**src/rtl/core/fht_pkg.sv**
```systemverilog
// ----------------------------------------------------------------------------
// File handle table package
// Request and response types, codes and controller commands.
// ----------------------------------------------------------------------------
package fht_pkg;

  localparam int unsigned SECTOR_SHIFT = 11;
  localparam int unsigned OFFSET_W     = 44;
  localparam int unsigned HANDLE_W     = 8;
  localparam int unsigned SLOT_OUT_W   = 5;

  typedef enum logic [1:0] {
    KIND_OPEN  = 2'd0,
    KIND_CLOSE = 2'd1,
    KIND_READ  = 2'd2,
    KIND_SEEK  = 2'd3
  } kind_e;

  typedef enum logic [1:0] {
    ORG_START = 2'd0,
    ORG_CUR   = 2'd1,
    ORG_END   = 2'd2,
    ORG_BAD   = 2'd3
  } origin_e;

  typedef enum logic [2:0] {
    ST_OK         = 3'd0,
    ST_NOINIT     = 3'd1,
    ST_BADHANDLE  = 3'd2,
    ST_NOTFOUND   = 3'd3,
    ST_FULL       = 3'd4,
    ST_BADORIGIN  = 3'd5
  } status_e;

  typedef enum logic [2:0] {
    S_IDLE,
    S_READ,
    S_CALC,
    S_EXEC,
    S_DONE
  } state_e;

  typedef struct packed {
    kind_e                 kind;
    logic [HANDLE_W-1:0]   handle;
    logic                  file_found;
    logic [31:0]           file_lba;
    logic [31:0]           file_size;
    logic [31:0]           byte_count;
    logic [31:0]           seek_offset;
    origin_e               origin;
  } req_t;

  typedef struct packed {
    status_e               status;
    logic [SLOT_OUT_W-1:0] slot;
    logic [OFFSET_W-1:0]   byte_offset;
    logic [31:0]           granted_bytes;
    logic [31:0]           new_position;
  } rsp_t;

  typedef struct packed {
    logic cap;
    logic rd;
    logic calc;
    logic exec;
  } cmd_t;

endpackage

```
**src/rtl/core/fht_ctrl.sv**
```systemverilog
// ----------------------------------------------------------------------------
// File handle table controller
// Sequences capture, table read, arithmetic and write-back for one item.
// ----------------------------------------------------------------------------
module fht_ctrl (
  input  logic          clk_i,
  input  logic          rst_ni,
  input  logic          start,
  output logic          busy,
  output logic          done_o,
  output fht_pkg::cmd_t cmd_o
);
  import fht_pkg::*;

  state_e state_q, state_d;

  always_ff @(posedge clk_i or negedge rst_ni) begin
    if (!rst_ni) begin
      state_q <= S_IDLE;
    end else begin
      state_q <= state_d;
    end
  end

  always_comb begin
    state_d = state_q;
    cmd_o   = '0;
    busy    = 1'b1;
    done_o  = 1'b0;
    unique case (state_q)
      S_IDLE: begin
        busy      = 1'b0;
        cmd_o.cap = start;
        if (start) begin
          state_d = S_READ;
        end
      end
      S_READ: begin
        cmd_o.rd = 1'b1;
        state_d  = S_CALC;
      end
      S_CALC: begin
        cmd_o.calc = 1'b1;
        state_d    = S_EXEC;
      end
      S_EXEC: begin
        cmd_o.exec = 1'b1;
        state_d    = S_DONE;
      end
      S_DONE: begin
        done_o  = 1'b1;
        state_d = S_IDLE;
      end
      default: begin
        state_d = S_IDLE;
      end
    endcase
  end

endmodule

```
**src/rtl/core/fht_dp.sv**
```systemverilog
// ----------------------------------------------------------------------------
// File handle table datapath
// Slot tables, free-slot encoder, read clamp and seek arithmetic.
// ----------------------------------------------------------------------------
module fht_dp #(
  parameter int unsigned SLOTS = 32
) (
  input  logic          clk_i,
  input  logic          rst_ni,
  input  fht_pkg::cmd_t cmd_i,
  input  fht_pkg::req_t req_i,
  input  logic          cfg_valid_i,
  input  logic          cfg_data_i,
  output fht_pkg::rsp_t rsp_o
);
  import fht_pkg::*;

  localparam int unsigned SLOT_W = (SLOTS > 1) ? $clog2(SLOTS) : 1;
  localparam int unsigned CMP_W  = HANDLE_W + 1;

  logic              enabled_q;
  logic [SLOTS-1:0]  in_use_q;
  logic [SLOT_W-1:0] free_q, free_d;
  logic              full_q, full_d;

  logic [31:0] sec_mem [SLOTS];
  logic [31:0] len_mem [SLOTS];
  logic [31:0] pos_mem [SLOTS];

  req_t        req_q;
  rsp_t        rsp_q, rsp_d;
  logic [31:0] sec_q, len_q, pos_q;
  logic        hok_q;
  logic [31:0] left_q, posc_q, tgt_q;
  logic        past_q;
  logic [OFFSET_W-1:0] boff_q;

  logic [SLOT_W-1:0] idx;
  logic [31:0]       base;
  logic              open_we, pos_we, use_set, use_clr;
  logic [SLOT_W-1:0] pos_wa;
  logic [31:0]       pos_wd;
  logic [31:0]       clamp;
  logic [7:0]        free_ext;

  assign idx      = req_q.handle[SLOT_W-1:0];
  assign free_ext = 8'(free_q);

  always_ff @(posedge clk_i or negedge rst_ni) begin
    if (!rst_ni) begin
      enabled_q <= 1'b0;
    end else if (cfg_valid_i) begin
      enabled_q <= cfg_data_i;
    end
  end

  always_comb begin
    free_d = '0;
    full_d = 1'b1;
    for (int i = SLOTS - 1; i >= 0; i--) begin
      if (!in_use_q[i]) begin
        free_d = SLOT_W'(i);
        full_d = 1'b0;
      end
    end
  end

  always_ff @(posedge clk_i or negedge rst_ni) begin
    if (!rst_ni) begin
      in_use_q <= '0;
      free_q   <= '0;
      full_q   <= 1'b0;
    end else begin
      free_q <= free_d;
      full_q <= full_d;
      if (use_set) begin
        in_use_q[free_q] <= 1'b1;
      end
      if (use_clr) begin
        in_use_q[idx] <= 1'b0;
      end
    end
  end

  always_ff @(posedge clk_i) begin
    if (open_we) begin
      sec_mem[free_q] <= req_q.file_lba;
      len_mem[free_q] <= req_q.file_size;
    end
    if (pos_we) begin
      pos_mem[pos_wa] <= pos_wd;
    end
    if (cmd_i.rd) begin
      sec_q <= sec_mem[idx];
      len_q <= len_mem[idx];
      pos_q <= pos_mem[idx];
    end
  end

  always_comb begin
    case (req_q.origin)
      ORG_CUR: base = pos_q;
      ORG_END: base = len_q;
      default: base = '0;
    endcase
  end

  always_ff @(posedge clk_i) begin
    if (cmd_i.cap) begin
      req_q <= req_i;
    end
    if (cmd_i.rd) begin
      hok_q <= ({1'b0, req_q.handle} < CMP_W'(SLOTS)) && in_use_q[idx];
    end
    if (cmd_i.calc) begin
      left_q <= len_q - pos_q;
      past_q <= !(pos_q < len_q);
      boff_q <= OFFSET_W'({sec_q, SECTOR_SHIFT'(0)}) + OFFSET_W'(pos_q);
      posc_q <= pos_q + req_q.byte_count;
      tgt_q  <= base + req_q.seek_offset;
    end
    if (cmd_i.exec) begin
      rsp_q <= rsp_d;
    end
  end

  assign clamp = (tgt_q > len_q) ? len_q : tgt_q;

  always_comb begin
    rsp_d         = '0;
    rsp_d.status  = ST_OK;
    open_we       = 1'b0;
    pos_we        = 1'b0;
    use_set       = 1'b0;
    use_clr       = 1'b0;
    pos_wa        = idx;
    pos_wd        = '0;
    if (!enabled_q) begin
      rsp_d.status = ST_NOINIT;
    end else if (req_q.kind == KIND_OPEN) begin
      if (!req_q.file_found) begin
        rsp_d.status = ST_NOTFOUND;
      end else if (full_q) begin
        rsp_d.status = ST_FULL;
      end else begin
        open_we    = cmd_i.exec;
        pos_we     = cmd_i.exec;
        use_set    = cmd_i.exec;
        pos_wa     = free_q;
        rsp_d.slot = free_ext[SLOT_OUT_W-1:0];
      end
    end else if (!hok_q) begin
      rsp_d.status = ST_BADHANDLE;
    end else if (req_q.kind == KIND_CLOSE) begin
      use_clr = cmd_i.exec;
    end else if (req_q.kind == KIND_READ) begin
      if (!past_q) begin
        pos_we            = cmd_i.exec;
        rsp_d.byte_offset = boff_q;
        if (req_q.byte_count >= left_q) begin
          rsp_d.granted_bytes = left_q;
          pos_wd              = len_q;
        end else begin
          rsp_d.granted_bytes = req_q.byte_count;
          pos_wd              = posc_q;
        end
      end
    end else begin
      if (req_q.origin == ORG_BAD) begin
        rsp_d.status = ST_BADORIGIN;
      end else begin
        pos_we             = cmd_i.exec;
        pos_wd             = clamp[31] ? '0 : clamp;
        rsp_d.new_position = pos_wd;
      end
    end
  end

  assign rsp_o = rsp_q;

endmodule

```
**src/rtl/core/file_handle_table_core.sv**
```systemverilog
// ----------------------------------------------------------------------------
// File handle table core
// Open-file slot table serving open, close, read and seek requests.
// ----------------------------------------------------------------------------
// channel   ports                              transfer
// request   start, busy, req_i                 start high and busy low
// result    done_o, rsp_o                      one-cycle strobe, no stall
// config    cfg_valid_i, cfg_ready_o, cfg_data_i  valid and ready high
//
// After accept an item passes through a table read, an arithmetic step and
// a write-back, then the result strobe, all on a single slot port.
// busy stays high through the result cycle; the next item enters after it.
// Reset clears all slots to free and the enable register to zero.
// ----------------------------------------------------------------------------
module file_handle_table_core #(
  parameter int unsigned SLOTS = 32
) (
  input  logic          clk_i,
  input  logic          rst_ni,
  input  logic          start,
  output logic          busy,
  input  fht_pkg::req_t req_i,
  output logic          done_o,
  output fht_pkg::rsp_t rsp_o,
  input  logic          cfg_valid_i,
  output logic          cfg_ready_o,
  input  logic          cfg_data_i
);
  import fht_pkg::*;

  cmd_t cmd;

  assign cfg_ready_o = 1'b1;

  fht_ctrl u_ctrl (
    .clk_i  (clk_i),
    .rst_ni (rst_ni),
    .start  (start),
    .busy   (busy),
    .done_o (done_o),
    .cmd_o  (cmd)
  );

  fht_dp #(
    .SLOTS (SLOTS)
  ) u_dp (
    .clk_i       (clk_i),
    .rst_ni      (rst_ni),
    .cmd_i       (cmd),
    .req_i       (req_i),
    .cfg_valid_i (cfg_valid_i),
    .cfg_data_i  (cfg_data_i),
    .rsp_o       (rsp_o)
  );

endmodule

```
**config.mk**
```make
export PLATFORM = sky130hd
export DESIGN_NAME = file_handle_table_core
export DESIGN_NICKNAME = d
export VERILOG_FILES = /design/src/rtl/core/fht_pkg.sv /design/src/rtl/core/fht_ctrl.sv /design/src/rtl/core/fht_dp.sv /design/src/rtl/core/file_handle_table_core.sv
export SDC_FILE = /design/constraint.sdc
export NUM_CORES = 2
export LEC_CHECK = 0
export BUFFER_PORTS_ARGS = -buffer_cell sky130_fd_sc_hd__buf_2
export CAP_MARGIN = 20
export CORE_ASPECT_RATIO = 1.4
export CORE_UTILIZATION = 40
export CTS_CLUSTER_DIAMETER = 150
export DETAILED_ROUTE_END_ITERATION = 10
export SETUP_SLACK_MARGIN = 0.1
export SLEW_MARGIN = 20
export SYNTH_ARGS = -nofsm -noshare
export SYNTH_HDL_FRONTEND = slang
export SYNTH_HIERARCHICAL = 1
export SYNTH_SLANG_ARGS = --single-unit
```
**constraint.sdc**
```tcl
create_clock -name clk_i -period 13.8 [get_ports clk_i]
set_input_delay 1.38 -clock clk_i [delete_from_list [all_inputs] [get_ports clk_i]]
set_output_delay 1.38 -clock clk_i [all_outputs]
set_load 0.005 [all_outputs]
```
Word level (Yosys, flattened, before mapping)

Memory sizes are Yosys's and may differ from the RTL's. A register that Yosys moved wholly into a read port is not among the register bits.
Index checks and enable logic that the tools add are counted.

Register bits: 441
RAM bits: 3072
Input bits: 146
Word-level logic and storage cells: 188
Memories kept: 3

Add/subtract/negate cells: 4
Magnitude comparators: 8
Equal/unequal tests: 10
Multiplexer cells: 122
Bitwise logic cells: 8
Reductions and logical operators: 9

Memories:

| name         | words | width | rd ports | clocked after Yosys merged registers in | wr ports | RTL line     | source |
|---|---|---|---|---|---|---|---|
| u_dp.len_mem | 32    | 32    | 1        | 1                                       | 1        | fht_dp.sv:27 | `logic [31:0] len_mem [SLOTS];` |
| u_dp.pos_mem | 32    | 32    | 1        | 1                                       | 1        | fht_dp.sv:28 | `logic [31:0] pos_mem [SLOTS];` |
| u_dp.sec_mem | 32    | 32    | 1        | 1                                       | 1        | fht_dp.sv:26 | `logic [31:0] sec_mem [SLOTS];` |

Operators with widths:

| kind               | number |
|---|---|
| $mux 32            | 12 |
| $mux 5             | 36 |
| $add 32x32->32     | 2 |
| $pmux 32 s2        | 1 |
| $mux 1             | 60 |
| $add 43x32->44     | 1 |
| $and 32x32->32     | 1 |
| $ge 32x32->1       | 1 |
| $gt 32x32->1       | 1 |
| $lt 32x32->1       | 1 |
| $not 32->32        | 1 |
| $or 32x32->32      | 1 |
| $sub 32x32->32     | 1 |
| $mux 31            | 1 |
| $mux 3             | 8 |
| $lt 5x6->1 const B | 2 |
| $pmux 3 s4         | 1 |
| $demux 1 s5        | 2 |
| $ge 5x1->1 const B | 2 |
| $lt 8x6->1 const B | 1 |
| $eq 2x2->1 const B | 3 |
| $eq 3x2->1 const B | 2 |
| $reduce_or 6->1    | 1 |
| $bmux 1 s5         | 1 |
| 11 further kinds   | 18 |

Logic depth before layout (Yosys ltp)

Word-level depth: 32
Mapped depth: 17

Cells and area by module

Netlist, hierarchy kept.

Modules (own cells, without submodules):

| module                 | times used | cells each | area an instance (um^2) | sequential area each (um^2) |
|---|---|---|---|---|
| fht_dp                 | 1          | 6813       | 141365.6                | 108058.6 |
| fht_ctrl               | 1          | 16         | 165.2                   | 75.1 |
| file_handle_table_core | 1          | 2          | 11.3                    | 0.0 |

Worst setup path after synthesis

Ideal clock, no wire load.

Kind: register to register
Start: register u_ctrl.state_q[1]
End: register u_dp.boff_q[0], enable pin
Library setup time: 843 ps
Arrival: 10698 ps
Setup slack: 2259 ps
Stages on the path, launching flop included: 3
Path buffers: 1
Period minus slack after synthesis: 11541 ps
Cell sequence: dfrtp_1 clkbuf_2 nor3b_1

RTL lines:

| element                | RTL line       | source |
|---|---|---|
| from (decl)            | fht_ctrl.sv:15 | `state_e state_q, state_d;` |
| from (signal assigned) | fht_ctrl.sv:21 | `state_q <= state_d;` |
| to (signal assigned)   | fht_dp.sv:118  | `boff_q <= OFFSET_W'({sec_q, SECTOR_SHIFT'(0)}) + OFFSET_W'(pos_q);` |
| to (decl)              | fht_dp.sv:36   | `logic [OFFSET_W-1:0] boff_q;` |

==> flow_summary_export.csv <==
group,metric,value,unit
yosys,yosys.cell_types.count,79,
yosys,ys.flop_type,"edfxtp_1",
placement,routabilityCongestion,0.901,
cts,cts_root_buf,"clkbuf_16",
global_route,global_route.usage.total,23.6,%
layout,drive_gt1_share,24.3,%
sta,setup_viol_count_final,0,
placement,dp_hpwl,240000,um
setup_path,critical-path-top-delay-family,"buffers and inverters",
cts,cts_setup_buffers,0,
drt,route.detailed.drc,150,
global_route,global_route_wire_length_before_repair,588000,um
setup_path,r2r_setup_slack,8.14,ns
layout,design_area,0.161,mm2
layout,stdcell_count,12285,
drt,detail_route.iter0.violations,8685,
setup_path,critical_path.startpoint_type,"register",
sta,fmax,177,MHz
yosys,yosys_warnings,6,
drt,avgRoutedWirePerCell,34.7,um
cts,clock_insertion_delay_worst_skew,0.93,ns
sta,final_max_slew_viol_count,0,
yosys,synth-edff-count,3566,
die,die_area,0.356,mm2
yosys,synth-seq-cells,3608,
sta,finClkSkew,0.0598,ns
setup_path,crit_type,"register to register",
global_route,grt_overflow,0,
placement,dpl.cell_count,11645,
die,boundaryPins,265,
setup_path,ff2ff_path_depth,7,
yosys,avgSynthCellArea,20.7,um2
yosys,synth-async-reset-ratio,1.16,%
die,die_y,706,um
drt,drt_pass1_iterations,9,
cts,tritoncts_clock_tree,"yes",
global_route,largest_net_degree_at_the_start_of_global_routing,113,
yosys,yosys-top-cells-area,"edfxtp_1 76%, mux4_2 12%, a22oi_1 2.2%",
setup_path,critPathMostFrequentCell,"buf_4",
cts,ctsLongestPathBuffers,4,
setup_path,critical_path_arrival,6.25,ns
power,static-leakage-power,50.9,nW
yosys,synth.largest_area_cell,"edfxtp_1",
layout,area_growth,13.7,%
setup_path,type_of_element_capturing_the_critical_path,"register",
sta,timing.max_slew.rel_slack,21.9,%
yosys,netlist.area_leader.share,75.7,%
cts,clk_pin_slew,0.07,ns
setup_path,cp_num_buf_inv,4,
placement,port-buffer-count,262,
setup_path,worst_ep_required_time,14.39,ns
status,status,"complete, but fails checks",
worst_hold_path,timing.hold.worst.start,"u_dp/boff_q[9]",
power,power_density,179,mW/mm2
cts,clkSinkCount,3608,
setup_path,rr_endpoint,"u_dp/pos_q[31]",
layout,nets,7651,
sta,finalWorstPathRequiredPeriod,5.66,ns
drt,drtAntennaViolNets,0,
worst_hold_path,hold_path_depth,1,
worst_hold_path,hold_end,"u_dp/rsp_o[73]",
setup_path,crit_fanout,65,
die,core.rowCount,258,
run,max_cap_violations,0,
sta,period_share,41.0,%
die,fp.dieW,505,um
worst_hold_path,timing.hold.worst.class,"register to register",
placement,dpl-instance-area,0.150,mm2
yosys,syn-num-nets,7163,
sta,worst-slew-pin-transition,1.17,ns
global_route,initial_antenna_violation_count,41,
drt,vias_per_cell,6.00,
global_route,first_global_vias,74041,
sta,hold_viol_final,0,
setup_path,timing.rr.start,"u_dp/idx[1]",
yosys,synth.yosys.seq_area_share,76.4,%
setup_path,crit_path_cell_trace,"buf_4 > buf_4 > buf_4 > buf_4 > mux4_2 > a22oi_1 > nand4_1",
power,vdd_ir_drop_max,133,uV
setup_path,critical_path.slowest_cell,"buf_4",
sta,rsz0062_at_grt,"no",
status,violations,"DRC",
setup_path,crit_path_largest_cell_delay,0.87,ns
sta,finalSetupTns,0,ns
die,floorplan.initialDensity,40.2,%
cts,ctsHoldBuffers,0,
sta,finalHoldWorstSlack,0.515,ns
drt,dr_total_vias,73724,
cts,post_cts_resized,0,
yosys,synth_area,0.142,mm2
yosys,netlist_instances,6831,
drt,routed_wl,427000,um
die,design.core.area,0.353,mm2
cts,htreeDepth,5,
cts,numCtsBuffers,348,
## state kept, by name (all words and copies together) (netlist names)
register	count
u_dp/posc_q	32
u_dp/sec_q	32
u_dp/len_mem	1024
u_dp/pos_mem	1024
u_dp/hok_q	1
u_dp/len_q	32
u_dp/rsp_o	115
u_dp/free_q	5
u_dp/full_q	1
u_dp/tgt_q	32
u_dp/sec_mem	1024
u_dp/req_q	136
u_dp/in_use_q	32
u_dp/idx	5
u_dp/past_q	1
u_dp/boff_q	44
u_dp/enabled_q	1
u_dp/pos_q	32
u_ctrl/state_q	3
u_dp/left_q	32
## cell usage in the layout (no fill, tap or decap), drive strengths merged, types with 10 or more instances in the layout
| cell | n |
|---|---|
| nor2 | 230 |
| clkbuf | 422 |
| ha | 182 |
| nor2b | 22 |
| and2 | 57 |
| nand2 | 101 |
| nand4 | 125 |
| a31oi | 11 |
| o211ai | 42 |
| o2111ai | 10 |
| bufinv | 34 |
| xnor2 | 77 |
| buf | 459 |
| o22a | 30 |
| clkinvlp | 17 |
| nand2b | 21 |
| diode | 19 |
| and3 | 15 |
| dfrtp | 42 |
| xor2 | 31 |
| nor3 | 33 |
| a21o | 60 |
| edfxtp | 3566 |
| o21a | 23 |
| o21bai | 12 |
| nand3 | 65 |
| or3 | 10 |
| a21oi | 109 |
| o21ai | 76 |
| inv | 154 |
| mux2i | 63 |
| or4 | 32 |
| clkinv | 137 |
| mux4 | 776 |
| a211oi | 20 |
| a22oi | 416 |
## cells by family (layout without fill, tap and decap cells)
group	after synthesis	count (layout)	share of synthesized area [%]
AO/OA/AOI/OAI	874	874	4.46
multiplexers	841	841	12.8
flip-flops	3608	3608	76.4
adder cells (fa/ha/maj)	186	186	1.67
AND/OR/NAND/NOR	744	744	2.69
other	2	21	0.00531
XOR/XNOR	108	108	0.668
buffers and inverters	468	1223	1.31
## worst max-delay path by stage
stage                       from              to  slack [ns]  cells past startpoint
2_1_floorplan  u_ctrl/state_q[1]  u_dp/boff_q[0]        2.26                      2
3_3_place_gp         u_dp/idx[1]  u_dp/pos_q[31]        8.26                      7
3_5_place_dp         u_dp/idx[1]  u_dp/sec_q[17]        8.28                      7
4_1_cts              u_dp/idx[1]  u_dp/pos_q[31]        8.25                      7
5_1_grt              u_dp/idx[1]  u_dp/pos_q[31]        8.01                      7
6_report             u_dp/idx[1]  u_dp/pos_q[31]        8.14                      7
## area by class of cell
type / count / area [um2]
tap: 4680 / 5860
inverter: 147 / 552
clock buffer: 422 / 9210
sequential: 3608 / 108000
timing repair buffer: 459 / 2970
multi-input combinational: 2755 / 32200
antenna: 19 / 47.5
fill: 29519 / 192000
clock inverter: 195 / 1940
## metal layers
layer | vias up | part of all wire, % | GRT usage (%)
li1 | 29674 | - | -
met1 | 39918 | 37 | 28.9
met2 | 3349 | 52 | 41.7
met3 | 769 | 6.7 | 3.24
met4 | 14 | 4.5 | 10.1
met5 | - | 0.022 | 0
## Yosys cell counts (all sizes together) (5+ instances only)
master / instances
o21ai: 76
xnor2: 77
o2111ai: 10
o21bai: 12
or4: 32
nand2: 101
o31ai: 6
mux2i: 63
nor3b: 9
dfrtp: 42
edfxtp: 3566
nor2b: 22
inv: 147
o21a: 23
nor3: 33
a2111oi: 5
nand4: 125
and3: 15
nor2: 230
nand2b: 21
mux4: 776
o211ai: 42
a22oi: 416
or3: 10
a221oi: 5
nand3: 65
or2: 8
a21oi: 109
a21boi: 7
ha: 182
clkbuf: 209
o22a: 30
xor2: 31
a21o: 60
a31oi: 11
a211oi: 20
and2: 57
buf: 112
## stage by stage
step           setup slack [ns]  power [mW]  util [%]
4_1_cts                    8.25        28.9      45.6
3_3_place_gp               8.26        19.3      42.4
6_report                   8.14        28.7      45.6
2_1_floorplan              2.26        17.3         -
3_5_place_dp               8.28        19.4      42.4
5_1_grt                    8.01        29.6      45.6
## worst reg2reg max path: stages (launching register included)
cell and delay, ns:
edfxtp_1 0.74, buf_4 0.83, buf_4 0.95, buf_4 0.91, buf_4 0.97, mux4_2 0.45, a22oi_1 0.24, nand4_1 0.25
## report_power, final
group	leakage [nW]	switching, mW	internal [mW]	total (mW)
Sequential	32.1	0.971	13.2	14.2
Clock	5.42	4.13	5.39	9.52
Combinational	13.3	3.11	1.93	5.04
(Power assumes the default switching activity.)
